[src/rtl/core/ots_pkg.sv]
`timescale 1ns / 1ps
// ----------------------------------------------------------------------------
// ots_pkg
// Shared types and codes for the one-shot timer table.
// ----------------------------------------------------------------------------
package ots_pkg;

   localparam int SLOTS_DEFAULT = 8;
   localparam int MAX_RESULTS   = 8;
   localparam int SLOT_W        = 6;
   localparam int CNT_W         = 4;
   localparam int TASK_W        = 8;
   localparam int TIME_W        = 32;

   localparam logic OP_SCHED = 1'b0;
   localparam logic OP_CHECK = 1'b1;

   localparam logic [1:0] KIND_SCHED = 2'd0;
   localparam logic [1:0] KIND_FIRED = 2'd1;
   localparam logic [1:0] KIND_NONE  = 2'd2;

   localparam logic [1:0] STATUS_OK      = 2'd0;
   localparam logic [1:0] STATUS_PENDING = 2'd1;
   localparam logic [1:0] STATUS_FULL    = 2'd2;

   typedef enum logic [1:0] {
      ST_IDLE,
      ST_SCAN,
      ST_FINISH
   } state_type;

   typedef struct packed {
      logic              op;
      logic [TASK_W-1:0] task_id;
      logic [TIME_W-1:0] delay_ms;
      logic [TIME_W-1:0] now_ms;
   } item_type;

   typedef struct packed {
      logic              valid;
      logic [CNT_W-1:0]  fire_cnt;
      logic              dup_hit;
      logic [SLOT_W-1:0] dup_idx;
      logic              free_hit;
      logic [SLOT_W-1:0] free_idx;
   } probe_type;

   typedef struct packed {
      logic              hit;
      logic [TASK_W-1:0] task_id;
      logic [SLOT_W-1:0] slot_idx;
   } fire_type;

   typedef struct packed {
      logic              wr;
      logic [SLOT_W-1:0] slot_idx;
   } commit_type;

endpackage

[src/rtl/core/ots_cell.sv]
`timescale 1ns / 1ps
// ----------------------------------------------------------------------------
// ots_cell
// One timer slot; examines the passing probe and hands it to the next cell.
// ----------------------------------------------------------------------------
module ots_cell #(
   parameter int IDX = 0
) (
   input  logic                clock,
   input  logic                reset,
   input  ots_pkg::item_type   item,
   input  logic                advance,
   input  ots_pkg::commit_type commit,
   input  ots_pkg::probe_type  probe_in,
   output ots_pkg::probe_type  probe_out,
   output ots_pkg::fire_type   fire
);

   logic                       active_ff, active_in;
   logic [ots_pkg::TIME_W-1:0] start_ff;
   logic [ots_pkg::TIME_W-1:0] delay_ff;
   logic [ots_pkg::TASK_W-1:0] task_ff;
   ots_pkg::probe_type         probe_ff, probe_in_next;
   logic [ots_pkg::TIME_W-1:0] elapsed;
   logic                       expired;
   logic                       fire_hit;
   logic                       wr_here;

   assign elapsed  = item.now_ms - start_ff;
   assign expired  = elapsed >= delay_ff;
   assign fire_hit = probe_in.valid && (item.op == ots_pkg::OP_CHECK) && active_ff
                     && expired
                     && (probe_in.fire_cnt < ots_pkg::CNT_W'(ots_pkg::MAX_RESULTS));
   assign wr_here  = commit.wr && (commit.slot_idx == ots_pkg::SLOT_W'(IDX));

   always_comb begin
      fire = '0;
      if (fire_hit) begin
         fire.hit      = 1'b1;
         fire.task_id  = task_ff;
         fire.slot_idx = ots_pkg::SLOT_W'(IDX);
      end
   end

   always_comb begin
      probe_in_next = probe_in;
      if (probe_in.valid && (item.op == ots_pkg::OP_SCHED)) begin
         if (active_ff && (task_ff == item.task_id) && !probe_in.dup_hit) begin
            probe_in_next.dup_hit = 1'b1;
            probe_in_next.dup_idx = ots_pkg::SLOT_W'(IDX);
         end
         if (!active_ff && !probe_in.free_hit) begin
            probe_in_next.free_hit = 1'b1;
            probe_in_next.free_idx = ots_pkg::SLOT_W'(IDX);
         end
      end
      if (fire_hit) begin
         probe_in_next.fire_cnt = probe_in.fire_cnt + ots_pkg::CNT_W'(1);
      end
   end

   always_comb begin
      active_in = active_ff;
      if (wr_here) begin
         active_in = 1'b1;
      end else if (fire_hit && advance) begin
         active_in = 1'b0;
      end
   end

   always_ff @(posedge clock) begin
      if (reset) begin
         active_ff <= 1'b0;
         probe_ff  <= '0;
      end else begin
         active_ff <= active_in;
         if (advance) begin
            probe_ff <= probe_in_next;
         end
      end
   end

   always_ff @(posedge clock) begin
      if (wr_here) begin
         start_ff <= item.now_ms;
         delay_ff <= item.delay_ms;
         task_ff  <= item.task_id;
      end
   end

   assign probe_out = probe_ff;

endmodule

[src/rtl/core/ots_ctrl.sv]
`timescale 1ns / 1ps
// ----------------------------------------------------------------------------
// ots_ctrl
// Item intake, chain sequencing, result holding and the output register.
// ----------------------------------------------------------------------------
module ots_ctrl (
   input  logic                       clock,
   input  logic                       reset,
   input  logic                       req_tvalid,
   output logic                       req_tready,
   input  ots_pkg::item_type          req_item,
   input  ots_pkg::probe_type         tail,
   input  ots_pkg::fire_type          fire,
   output ots_pkg::item_type          item,
   output ots_pkg::probe_type         head,
   output logic                       advance,
   output ots_pkg::commit_type        commit,
   output logic                       rsp_tvalid,
   input  logic                       rsp_tready,
   output logic [1:0]                 rsp_kind,
   output logic [1:0]                 rsp_status,
   output logic [ots_pkg::TASK_W-1:0] rsp_fired_id,
   output logic [ots_pkg::SLOT_W-1:0] rsp_slot_index,
   output logic                       rsp_last
);

   ots_pkg::state_type         state_ff, state_in;
   ots_pkg::item_type          item_ff;
   ots_pkg::probe_type         head_ff;
   ots_pkg::probe_type         summary_ff;
   logic                       held_valid_ff;
   ots_pkg::fire_type          held_ff;
   logic                       rsp_valid_ff;
   logic [1:0]                 rsp_kind_ff, rsp_kind_in;
   logic [1:0]                 rsp_status_ff, rsp_status_in;
   logic [ots_pkg::TASK_W-1:0] rsp_id_ff, rsp_id_in;
   logic [ots_pkg::SLOT_W-1:0] rsp_slot_ff, rsp_slot_in;
   logic                       rsp_last_ff, rsp_last_in;
   logic                       out_free;
   logic                       accept;
   logic                       flush_held;
   logic                       finishing;

   assign out_free = !rsp_valid_ff || rsp_tready;

   always_comb begin
      state_in = state_ff;
      unique case (state_ff)
         ots_pkg::ST_IDLE: begin
            if (req_tvalid) begin
               state_in = ots_pkg::ST_SCAN;
            end
         end
         ots_pkg::ST_SCAN: begin
            if (tail.valid) begin
               state_in = ots_pkg::ST_FINISH;
            end
         end
         ots_pkg::ST_FINISH: begin
            if (out_free) begin
               state_in = ots_pkg::ST_IDLE;
            end
         end
         default: state_in = ots_pkg::ST_IDLE;
      endcase
   end

   always_comb begin
      req_tready  = (state_ff == ots_pkg::ST_IDLE);
      accept      = req_tready && req_tvalid;
      advance     = !(fire.hit && held_valid_ff && !out_free);
      flush_held  = fire.hit && advance && held_valid_ff;
      finishing   = (state_ff == ots_pkg::ST_FINISH) && out_free;
      commit.wr   = finishing && (item_ff.op == ots_pkg::OP_SCHED)
                    && !summary_ff.dup_hit && summary_ff.free_hit;
      commit.slot_idx = summary_ff.free_idx;

      rsp_kind_in   = ots_pkg::KIND_FIRED;
      rsp_status_in = ots_pkg::STATUS_OK;
      rsp_id_in     = held_ff.task_id;
      rsp_slot_in   = held_ff.slot_idx;
      rsp_last_in   = finishing;
      if (finishing) begin
         if (item_ff.op == ots_pkg::OP_SCHED) begin
            rsp_kind_in = ots_pkg::KIND_SCHED;
            rsp_id_in   = '0;
            if (summary_ff.dup_hit) begin
               rsp_status_in = ots_pkg::STATUS_PENDING;
               rsp_slot_in   = summary_ff.dup_idx;
            end else if (summary_ff.free_hit) begin
               rsp_status_in = ots_pkg::STATUS_OK;
               rsp_slot_in   = summary_ff.free_idx;
            end else begin
               rsp_status_in = ots_pkg::STATUS_FULL;
               rsp_slot_in   = '0;
            end
         end else if (!held_valid_ff) begin
            rsp_kind_in = ots_pkg::KIND_NONE;
            rsp_id_in   = '0;
            rsp_slot_in = '0;
         end
      end
   end

   always_ff @(posedge clock) begin
      if (reset) begin
         state_ff      <= ots_pkg::ST_IDLE;
         head_ff       <= '0;
         held_valid_ff <= 1'b0;
         rsp_valid_ff  <= 1'b0;
      end else begin
         state_ff <= state_in;
         if (accept) begin
            head_ff.valid <= 1'b1;
         end else if (advance) begin
            head_ff.valid <= 1'b0;
         end
         if (fire.hit && advance) begin
            held_valid_ff <= 1'b1;
         end else if (finishing) begin
            held_valid_ff <= 1'b0;
         end
         if (flush_held || finishing) begin
            rsp_valid_ff <= 1'b1;
         end else if (rsp_tready) begin
            rsp_valid_ff <= 1'b0;
         end
      end
   end

   always_ff @(posedge clock) begin
      if (accept) begin
         item_ff <= req_item;
      end
      if (tail.valid && (state_ff == ots_pkg::ST_SCAN)) begin
         summary_ff <= tail;
      end
      if (fire.hit && advance) begin
         held_ff <= fire;
      end
      if (flush_held || finishing) begin
         rsp_kind_ff   <= rsp_kind_in;
         rsp_status_ff <= rsp_status_in;
         rsp_id_ff     <= rsp_id_in;
         rsp_slot_ff   <= rsp_slot_in;
         rsp_last_ff   <= rsp_last_in;
      end
   end

   assign item           = item_ff;
   assign head           = head_ff;
   assign rsp_tvalid     = rsp_valid_ff;
   assign rsp_kind       = rsp_kind_ff;
   assign rsp_status     = rsp_status_ff;
   assign rsp_fired_id   = rsp_id_ff;
   assign rsp_slot_index = rsp_slot_ff;
   assign rsp_last       = rsp_last_ff;

endmodule

[src/rtl/core/one_shot_timer_table.sv]
`timescale 1ns / 1ps
// ----------------------------------------------------------------------------
// one_shot_timer_table
// Table of one-shot timers built as a chain of slot cells.
// ----------------------------------------------------------------------------
// Each request beat is either a schedule or a check. A token walks the row of
// SLOTS cells one cell per cycle, except while a fired slot must wait because
// the output register still holds an untaken beat. The final response beat
// of an item is registered once the token has left the last cell.
// A schedule gives one response beat; a check gives one beat per fired slot
// in slot order (at most eight) or a single "none" beat, with tlast on the
// final beat. A new request is taken once the previous item has handed its
// final beat to the output register.
// ----------------------------------------------------------------------------
module one_shot_timer_table #(
   parameter int SLOTS = ots_pkg::SLOTS_DEFAULT
) (
   input  logic        clock,
   input  logic        reset,
   input  logic        req_tvalid,
   output logic        req_tready,
   input  logic [71:0] req_tdata,   // task_id[7:0], delay_ms[39:8], now_ms[71:40]
   input  logic [0:0]  req_tuser,   // op[0]
   output logic        rsp_tvalid,
   input  logic        rsp_tready,
   output logic [15:0] rsp_tdata,   // status[1:0], fired_id[9:2], slot_index[15:10]
   output logic [1:0]  rsp_tuser,   // kind[1:0]
   output logic        rsp_tlast
);

   ots_pkg::item_type   req_item;
   ots_pkg::item_type   item;
   ots_pkg::commit_type commit;
   ots_pkg::probe_type  probe [SLOTS+1];
   ots_pkg::fire_type   fires [SLOTS];
   ots_pkg::fire_type   fire_any;
   logic                advance;
   logic [1:0]          rsp_kind;
   logic [1:0]          rsp_status;
   logic [7:0]          rsp_fired_id;
   logic [5:0]          rsp_slot_index;

   assign req_item.op       = req_tuser[0];
   assign req_item.task_id  = req_tdata[7:0];
   assign req_item.delay_ms = req_tdata[39:8];
   assign req_item.now_ms   = req_tdata[71:40];

   for (genvar i = 0; i < SLOTS; i++) begin : g_cell
      ots_cell #(
         .IDX(i)
      ) u_cell (
         .clock    (clock),
         .reset    (reset),
         .item     (item),
         .advance  (advance),
         .commit   (commit),
         .probe_in (probe[i]),
         .probe_out(probe[i+1]),
         .fire     (fires[i])
      );
   end

   always_comb begin
      fire_any = '0;
      for (int i = 0; i < SLOTS; i++) begin
         fire_any.hit      = fire_any.hit | fires[i].hit;
         fire_any.task_id  = fire_any.task_id | fires[i].task_id;
         fire_any.slot_idx = fire_any.slot_idx | fires[i].slot_idx;
      end
   end

   ots_ctrl u_ctrl (
      .clock         (clock),
      .reset         (reset),
      .req_tvalid    (req_tvalid),
      .req_tready    (req_tready),
      .req_item      (req_item),
      .tail          (probe[SLOTS]),
      .fire          (fire_any),
      .item          (item),
      .head          (probe[0]),
      .advance       (advance),
      .commit        (commit),
      .rsp_tvalid    (rsp_tvalid),
      .rsp_tready    (rsp_tready),
      .rsp_kind      (rsp_kind),
      .rsp_status    (rsp_status),
      .rsp_fired_id  (rsp_fired_id),
      .rsp_slot_index(rsp_slot_index),
      .rsp_last      (rsp_tlast)
   );

   assign rsp_tdata = {rsp_slot_index, rsp_fired_id, rsp_status};
   assign rsp_tuser = rsp_kind;

endmodule

[config.mk]
export PLATFORM = sky130hd
export DESIGN_NAME = one_shot_timer_table
export DESIGN_NICKNAME = d
export VERILOG_FILES = /design/src/rtl/core/ots_pkg.sv /design/src/rtl/core/ots_cell.sv /design/src/rtl/core/ots_ctrl.sv /design/src/rtl/core/one_shot_timer_table.sv
export SDC_FILE = /design/constraint.sdc
export NUM_CORES = 1
export LEC_CHECK = 0
export BUFFER_PORTS_ARGS = -buffer_cell sky130_fd_sc_hd__buf_2
export CORE_MARGIN = 3
export CORE_UTILIZATION = 56
export DETAILED_ROUTE_END_ITERATION = 10
export PLACE_DENSITY = 0.73
export SLEW_MARGIN = 10
export SYNTH_ARGS = -nofsm -noshare
export SYNTH_HDL_FRONTEND = slang
export SYNTH_SLANG_ARGS = --single-unit
[constraint.sdc]
create_clock -name clock -period 9.1 [get_ports clock]
set_input_delay 1.365 -clock clock [delete_from_list [all_inputs] [get_ports clock]]
set_output_delay 1.365 -clock clock [all_outputs]
set_load 0.03 [all_outputs]
==> results of run 1 <==
-- layout make-up --
type / instances / share of cell area
Clock inverter: 52 / 0.0130
Timing Repair Buffer: 152 / 0.0182
Tap cell: 1050 / 0.0264
Clock buffer: 103 / 0.0456
Sequential cell: 774 / 0.449
Multi-Input combinational cell: 2656 / 0.405
Inverter: 569 / 0.0429
-- cell usage after synthesis (all sizes together), types with 31 or more instances --
| library cell | n | area (um2) |
|---|---|---|
| o21a | 31 | 233 |
| o21bai | 43 | 323 |
| nand4 | 63 | 394 |
| inv | 568 | 2130 |
| o21ai | 135 | 679 |
| nor3 | 62 | 315 |
| edfxtp | 684 | 20500 |
| dfxtp | 90 | 1800 |
| clkbuf | 50 | 188 |
| xnor2 | 182 | 1590 |
| nand2 | 194 | 728 |
| a21oi | 291 | 1460 |
| nand3 | 86 | 430 |
| a211oi | 77 | 578 |
| ha | 509 | 6370 |
| a21o | 168 | 1260 |
| xor2 | 112 | 981 |
| nand2b | 45 | 282 |
| nor2b | 45 | 282 |
| nor2 | 214 | 811 |
-- logic make-up after synthesis --
logic type,Yosys count,share of synthesized area
fa+ha+maj,517,0.146
compound gates,978,0.145
flops,774,0.499
simple gates,837,0.0924
xor+xnor,294,0.0575
other cells,1,0.0000837
buf+inv,637,0.0540
mux,27,0.00609
-- final timing paths --
kind                                                                 start                             end  slack [ns]  depth (start not counted)
worst max-delay path                              u_ctrl.item[0]$_DFFE_PP_     u_ctrl.held_ff[8]$_DFFE_PP_        1.15                         26
worst min-delay path            g_cell[7].u_cell.probe_out[9]$_SDFFE_PP0N_  u_ctrl.summary_ff[9]$_DFFE_PP_        0.43                          0
worst max register to register                    u_ctrl.item[0]$_DFFE_PP_     u_ctrl.held_ff[8]$_DFFE_PP_        1.15                         26
worst min register to register  g_cell[7].u_cell.probe_out[9]$_SDFFE_PP0N_  u_ctrl.summary_ff[9]$_DFFE_PP_        0.43                          0
-- state kept, by name, indices dropped and copies added (netlist names) --
signal,cells
g_cell.u_cell.active_ff,8
g_cell.u_cell.delay_ff,256
g_cell.u_cell.probe_out,77
g_cell.u_cell.start_ff,256
g_cell.u_cell.task_ff,64
u_ctrl.commit,3
u_ctrl.head,1
u_ctrl.held_ff,11
u_ctrl.held_valid_ff,1
u_ctrl.item,73
u_ctrl.rsp_fired_id,8
u_ctrl.rsp_kind,2
u_ctrl.rsp_last,1
u_ctrl.rsp_slot_index,3
u_ctrl.rsp_status,2
u_ctrl.rsp_tvalid,1
u_ctrl.state_ff,2
u_ctrl.summary_ff,5
-- through the flow --
step	instance area [um2]	hold slack (ns)	setup WS, ns
floorplan	44800	0.409	1.23
global placement	46800	0.419	1.36
detailed placement	46800	0.421	1.24
CTS	49700	0.434	1.18
global route	49700	0.441	0.449
finish	49700	0.429	1.15
-- per-layer routing --
metal  routed length, um  track usage
met1               47000        0.360
met4                2560       0.0702
met5                  27            0
met3                8150       0.0441
met2               46800        0.399
-- where the power goes --
group	internal [mW]	switching, mW
registers	3.88	0.0670
clock network	2.15	1.44
logic	0.340	0.462
==> results.txt, run 1 <==
Across every metal layer, demand over resource in global routing totals 0.252. The critical path arrival is 8.34 ns. STA classifies the critical path endpoint as a flip-flop. The delay of the slowest cell on the worst path is 0.80 ns. Of the cells placed in the final design, the portion with a size suffix greater than 1 is 0.0785. Post-CTS timing repair inserted 0 buffers for setup. The slowest stage of the critical path belongs to the cell nor4_4. The number of top-level pins is 98.

The floorplan step set the die height to 289 um. The synthesis warning total is 0. The final HPWL from detailed placement came out at 75200 um.

The count of state elements after synthesis is 774. The number of nets in the layout came out at 4831. The cell area after synthesis is 44800 um2. In this design, the critical path's most frequently occurring cell is a21oi_1. From synthesis to final layout, the design area changed by 11.0%.

The number of hold-repair buffers added at the cts stage came out at 0. The wire length of the first global-routing pass came out at 164000 um. The total placed cells including tap cells came out at 5201.

The number of buffers and inverters on the critical path is 5. The number of global-route vias before repair is 30200. The core area is 79100 um2.

The number of buffers on the longest clock path is 3. The horizontal die dimension came out at 289 um. TritonCTS created 84 clock buffers. The worst hold path belongs to the class reg2reg. The category of the most critical setup path is reg2reg. The number of synthesized flops with an enable pin is 684. The floorplan row count is 103. The DRC marker count from the first detailed-route iteration is 2729. The post-detailed-route wirelength per cell is 19.5 um.

The largest net degree at the start of global routing is 74. The total iterations of the first detailed-routing run came out at 6. The highest clock frequency the design can meet came out at 126 MHz. The number of remaining DRC errors is 0. For this block, the via count after detailed routing is 31300. The sort of element at the start of the critical path is a flip-flop. The count of different cell masters after synthesis is 84.

The peak ir drop on the vdd network is 0.162 mV. The top cell types in the final layout, fill and taps aside, are 684 x edfxtp_1, 566 x inv_1, 509 x ha_1. The final setup violation count came out at 0. Dividing total power by cell area gives a power density of 168 nW/um2. Max-cap violations in this run came to 0. The non-filler instance count after layout is 5356.

The floorplan die area came out at 83400 um2. The hold violation count in the final report came out at 0. In the synthesized netlist, the number of instances is 4065.

For this configuration, the core starts out at a cell density of 0.566. Once the clock tree was built, the resizer swapped 0 gates to a different size. The final routed wirelength across all metal layers came out at 105000 um. The worst pin sits at a relative slew slack of 0.160. The later pin in the worst-skew pair is clocked with a latency of 0.65 ns. The fraction of the cycle the final worst path needs is 0.873. The synthesized area per cell is 11.0 um2. The number of slew-limit violations in the final report is 0. The remaining antenna violation count is 0.

The cell family contributing the most delay on the critical path is compound AO/OA/AOI/OAI gates. CTS placed an instance of clkbuf_16 at the clock tree root. The number of antenna violations at the first check in global routing came out at 6. For this run, the share of the core covered by cells in the final layout is 0.629. The most used flip-flop cell after synthesis is edfxtp_1. The final RePlAce weighted congestion is 0.873.

The summed negative setup slack over all endpoints came out at 0 ns. The async set-reset flop share out of synthesis is 0. The sequential area share after synthesis came out at 0.499.

The library cell used most frequently in the layout, excluding fill and tap cells, is edfxtp_1. The setup clock skew after layout is 0.0348 ns. The power after layout came out at 8.34 mW. Data on the critical path is required at its endpoint by 9.49 ns.

The area occupied by multi-input gates came out at 20100 um2. In the final layout, flip-flops and latches occupy 22300 um2. The leakage power figure came out at 21.2 nW. Fill cells in the final layout number 6261. TritonCTS built the clock tree. After detailed routing, the number of vias per cell comes to 5.84. The highest fanout seen on the critical path is 27. The worst-margin pin slew came out at 1.25 ns.

The deepest level of the CTS H-tree is 3. The remaining global-route overflow came out at 0. The clock transition at the registers of the reported paths came out at 0.06 ns. The repair_antennas step left the layout with diodes totalling 0. Setup repair after global routing left no endpoint under its margin. The flow ran to the end, and the final reports show no timing, DRC or antenna violations.

The shortest clock period the worst path allows after layout is 7.95 ns. The number of sinks driven by the clock tree is 774. The number of port buffers is 94.
No activity file was read; power rests on OpenSTA's default activity.
==> run 2: changes to the inputs <==
--- a/config.mk
+++ b/config.mk
@@ -6,7 +6,7 @@
 export NUM_CORES = 1
 export LEC_CHECK = 0
 export BUFFER_PORTS_ARGS = -buffer_cell sky130_fd_sc_hd__buf_2
-export CORE_MARGIN = 3
+export CORE_MARGIN = 8
 export CORE_UTILIZATION = 56
 export DETAILED_ROUTE_END_ITERATION = 10
 export PLACE_DENSITY = 0.73
==> run 2 against run 1 <==
  * Count of clock-buffer cells in the layout is 1 lower
  * Via count up 0.44%
  * Fmax increased by 2.1%
  * Die area grew 7.0%
  * Global-route usage fell by 2.0 points
  * First-iteration DRC count rose by 0.66%
  * Non-clock buffer count increased by 1
  * Worst hold slack improved by 0.0036 ns
  * Final area down 0.35%
  * Register-to-register slack gained 0.16 ns
  * Sequential power hardly changed
  * Sequential share of layout area is 0.16 points higher
  * Critical path type unchanged
  * Largest power group unchanged
==> results.txt, run 2 (same netlist as run 1, synthesis figures left out) <==
The number of sinks driven by the clock tree came out at 774. The run finished with clean final reports. The aggregate global-route resource usage is 0.232.

In this run the remaining antenna-violating nets after routing total 0. The number of nets in the layout came out at 4833. The largest net degree at the start of global routing came out at 74. The final setup violation count is 0. The floorplan die area came out at 89300 um2. The slowest stage of the critical path belongs to the cell nor3_4. The floorplan step defined a core boundary enclosing 79100 um2. The number of slew-limit violations in the final report came out at 0. The final RePlAce weighted congestion came out at 0.897. The horizontal die dimension came out at 299 um. CTS built an H-tree with a depth of 3. The detailed-route vias per instance came out at 5.86. The number of global-route vias before repair came out at 30300.

The area occupied by multi-input gates came out at 20100 um2. The leakage power figure came out at 21.1 nW. In this run the power density over the cells is 164 nW/um2.

The total area of sequential cells is 22300 um2. The min-delay analysis places its worst path in the category reg2reg. Summed over all layers, the routed wires come to 106000 um. The highest clock frequency the design can meet is 128 MHz. Along the worst hold path, the cell count comes to 0. The wire length of the first global-routing pass came out at 165000 um. The hold violation count in the final report came to 0. The delay of the slowest cell on the worst path is 0.74 ns. The worst slew slack as a fraction of its limit came out at 0.185. Adding up every negative setup slack in the final design gives 0 ns.

TritonCTS built the clock tree. The DRC marker count from the first detailed-route iteration is 2747. The clock network latency to the later pin of the worst-skew pair is 0.65 ns. The fraction of the cycle the final worst path needs is 0.855. The critical path is of the reg2reg type. The floorplan row count is 103. The sort of element at the start of the critical path is a flip-flop.

The TritonCTS buffer count came out at 85. The post-detailed-route wirelength per cell is 19.8 um. The number of remaining DRC errors came out at 0. The synthesis-to-layout area growth is 10.6%. The clock transition at the registers of the reported paths came out at 0.06 ns. The placed cell area is 46800 um2. The library cell used most frequently in the layout, excluding fill and tap cells, is edfxtp_1. The peak ir drop on the vdd network came out at 0.164 mV.

The final instance area is 49600 um2. The number of maximum-capacitance violations is 0. Clock skew on the completed layout was measured at 0.0276 ns.

For this configuration, the core starts out at a cell density of 0.566. The critical path arrival is 8.28 ns. The worst setup path is captured at a flip-flop. The vertical die dimension is 299 um. The number of buffers on the longest clock path came out at 3. The top cell types in the final layout, fill and taps aside, are 684 x edfxtp_1, 566 x inv_1, 509 x ha_1. Summing over every cut layer, the via total after detailed routing is 31400. The number of hold buffers added after CTS was 0. The number of port buffers came out at 94. The number of antenna violations at the first check in global routing came to 9. The final HPWL from detailed placement is 77700 um.

The root buffer selected by CTS is clkbuf_16. The power after layout is 8.11 mW. The worst hold-check slack is 0.433 ns.

The shortest clock period the worst path allows after layout came out at 7.78 ns. The highest fanout seen on the critical path came out at 25. The remaining global-route overflow came out at 0.

Counting cells, the worst reg-to-reg path comes to 26. The worst-margin pin slew is 1.22 ns. The layout filler cell count is 6241.

The total iterations of the first detailed-routing run came out at 6. The post-CTS resize count is 0. The share of final-layout standard cells stronger than drive strength 1 came out at 0.0782. Setup repair after global routing left no endpoint under its margin. The number of post-CTS setup repair buffers is 0. For the worst setup path, the data required time is 9.59 ns.

The number of top-level pins is 98.
-- run 2: changes by cell type in the layout (fill, tap and decap cells not counted) --
| cell | before | now |
|---|---|---|
| bufinv_16 | 13 | 4 |
| clkinv_1 | 11 | 16 |
| clkinvlp_4 | 6 | 11 |
| clkinv_4 | 2 | 5 |
| clkbuf_8 | 5 | 3 |
| clkinv_8 | 2 | 4 |
| buf_4 | 58 | 59 |
| clkbuf_1 | 12 | 13 |
| clkinv_2 | 15 | 14 |
| diode_2 | 0 | 1 |
-- run 2: final timing paths --
path,startpoint,end,slack [ns]
setup / recovery,u_ctrl.item[0]$_DFFE_PP_,g_cell[2].u_cell.probe_out[6]$_SDFFE_PP0N_,1.32
hold / removal,g_cell[7].u_cell.probe_out[13]$_SDFFE_PP0N_,u_ctrl.summary_ff[13]$_DFFE_PP_,0.43
setup reg to reg,u_ctrl.item[0]$_DFFE_PP_,g_cell[2].u_cell.probe_out[6]$_SDFFE_PP0N_,1.32
hold reg to reg,g_cell[7].u_cell.probe_out[13]$_SDFFE_PP0N_,u_ctrl.summary_ff[13]$_DFFE_PP_,0.43
-- run 2: power by group --
group	switching (mW)	leakage, nW	internal, mW
logic	0.473	12.9	0.341
clock network	1.45	1.30	1.89
registers	0.0671	6.89	3.88
-- run 2: final cells by class --
class,count,share of cell area
Sequential cell,774,0.451
Multi-Input combinational cell,2656,0.406
Clock buffer,102,0.0452
Inverter,569,0.0431
Tap cell,1050,0.0265
Timing Repair Buffer,153,0.0184
Clock inverter,57,0.00977
Antenna cell,1,0.0000505
-- run 2: through the flow --
stage	instances	utilization	worst slack [ns]
2_1_floorplan	4067	-	1.23
3_3_place_gp	5202	0.592	1.47
3_5_place_dp	5202	0.592	1.32
4_1_cts	5361	0.626	1.26
5_1_grt	5361	0.626	0.910
6_report	5362	0.626	1.32
-- run 2: worst max-delay path, delay by kind of cell (launching register included) --
| family | cells | cell delay (ns) |
|---|---|---|
| compound gates | 14 | 3.65 |
| fa+ha+maj | 3 | 0.78 |
| flops | 1 | 0.51 |
| buf+inv | 4 | 0.96 |
| simple gates | 5 | 1.71 |
-- run 2: metal layers --
layer	GRT usage	wire, um	vias up
li1	-	-	15200
met1	0.335	48500	15100
met2	0.363	47000	998
met3	0.0334	8060	180
met4	0.0686	2710	0
met5	0	0	-
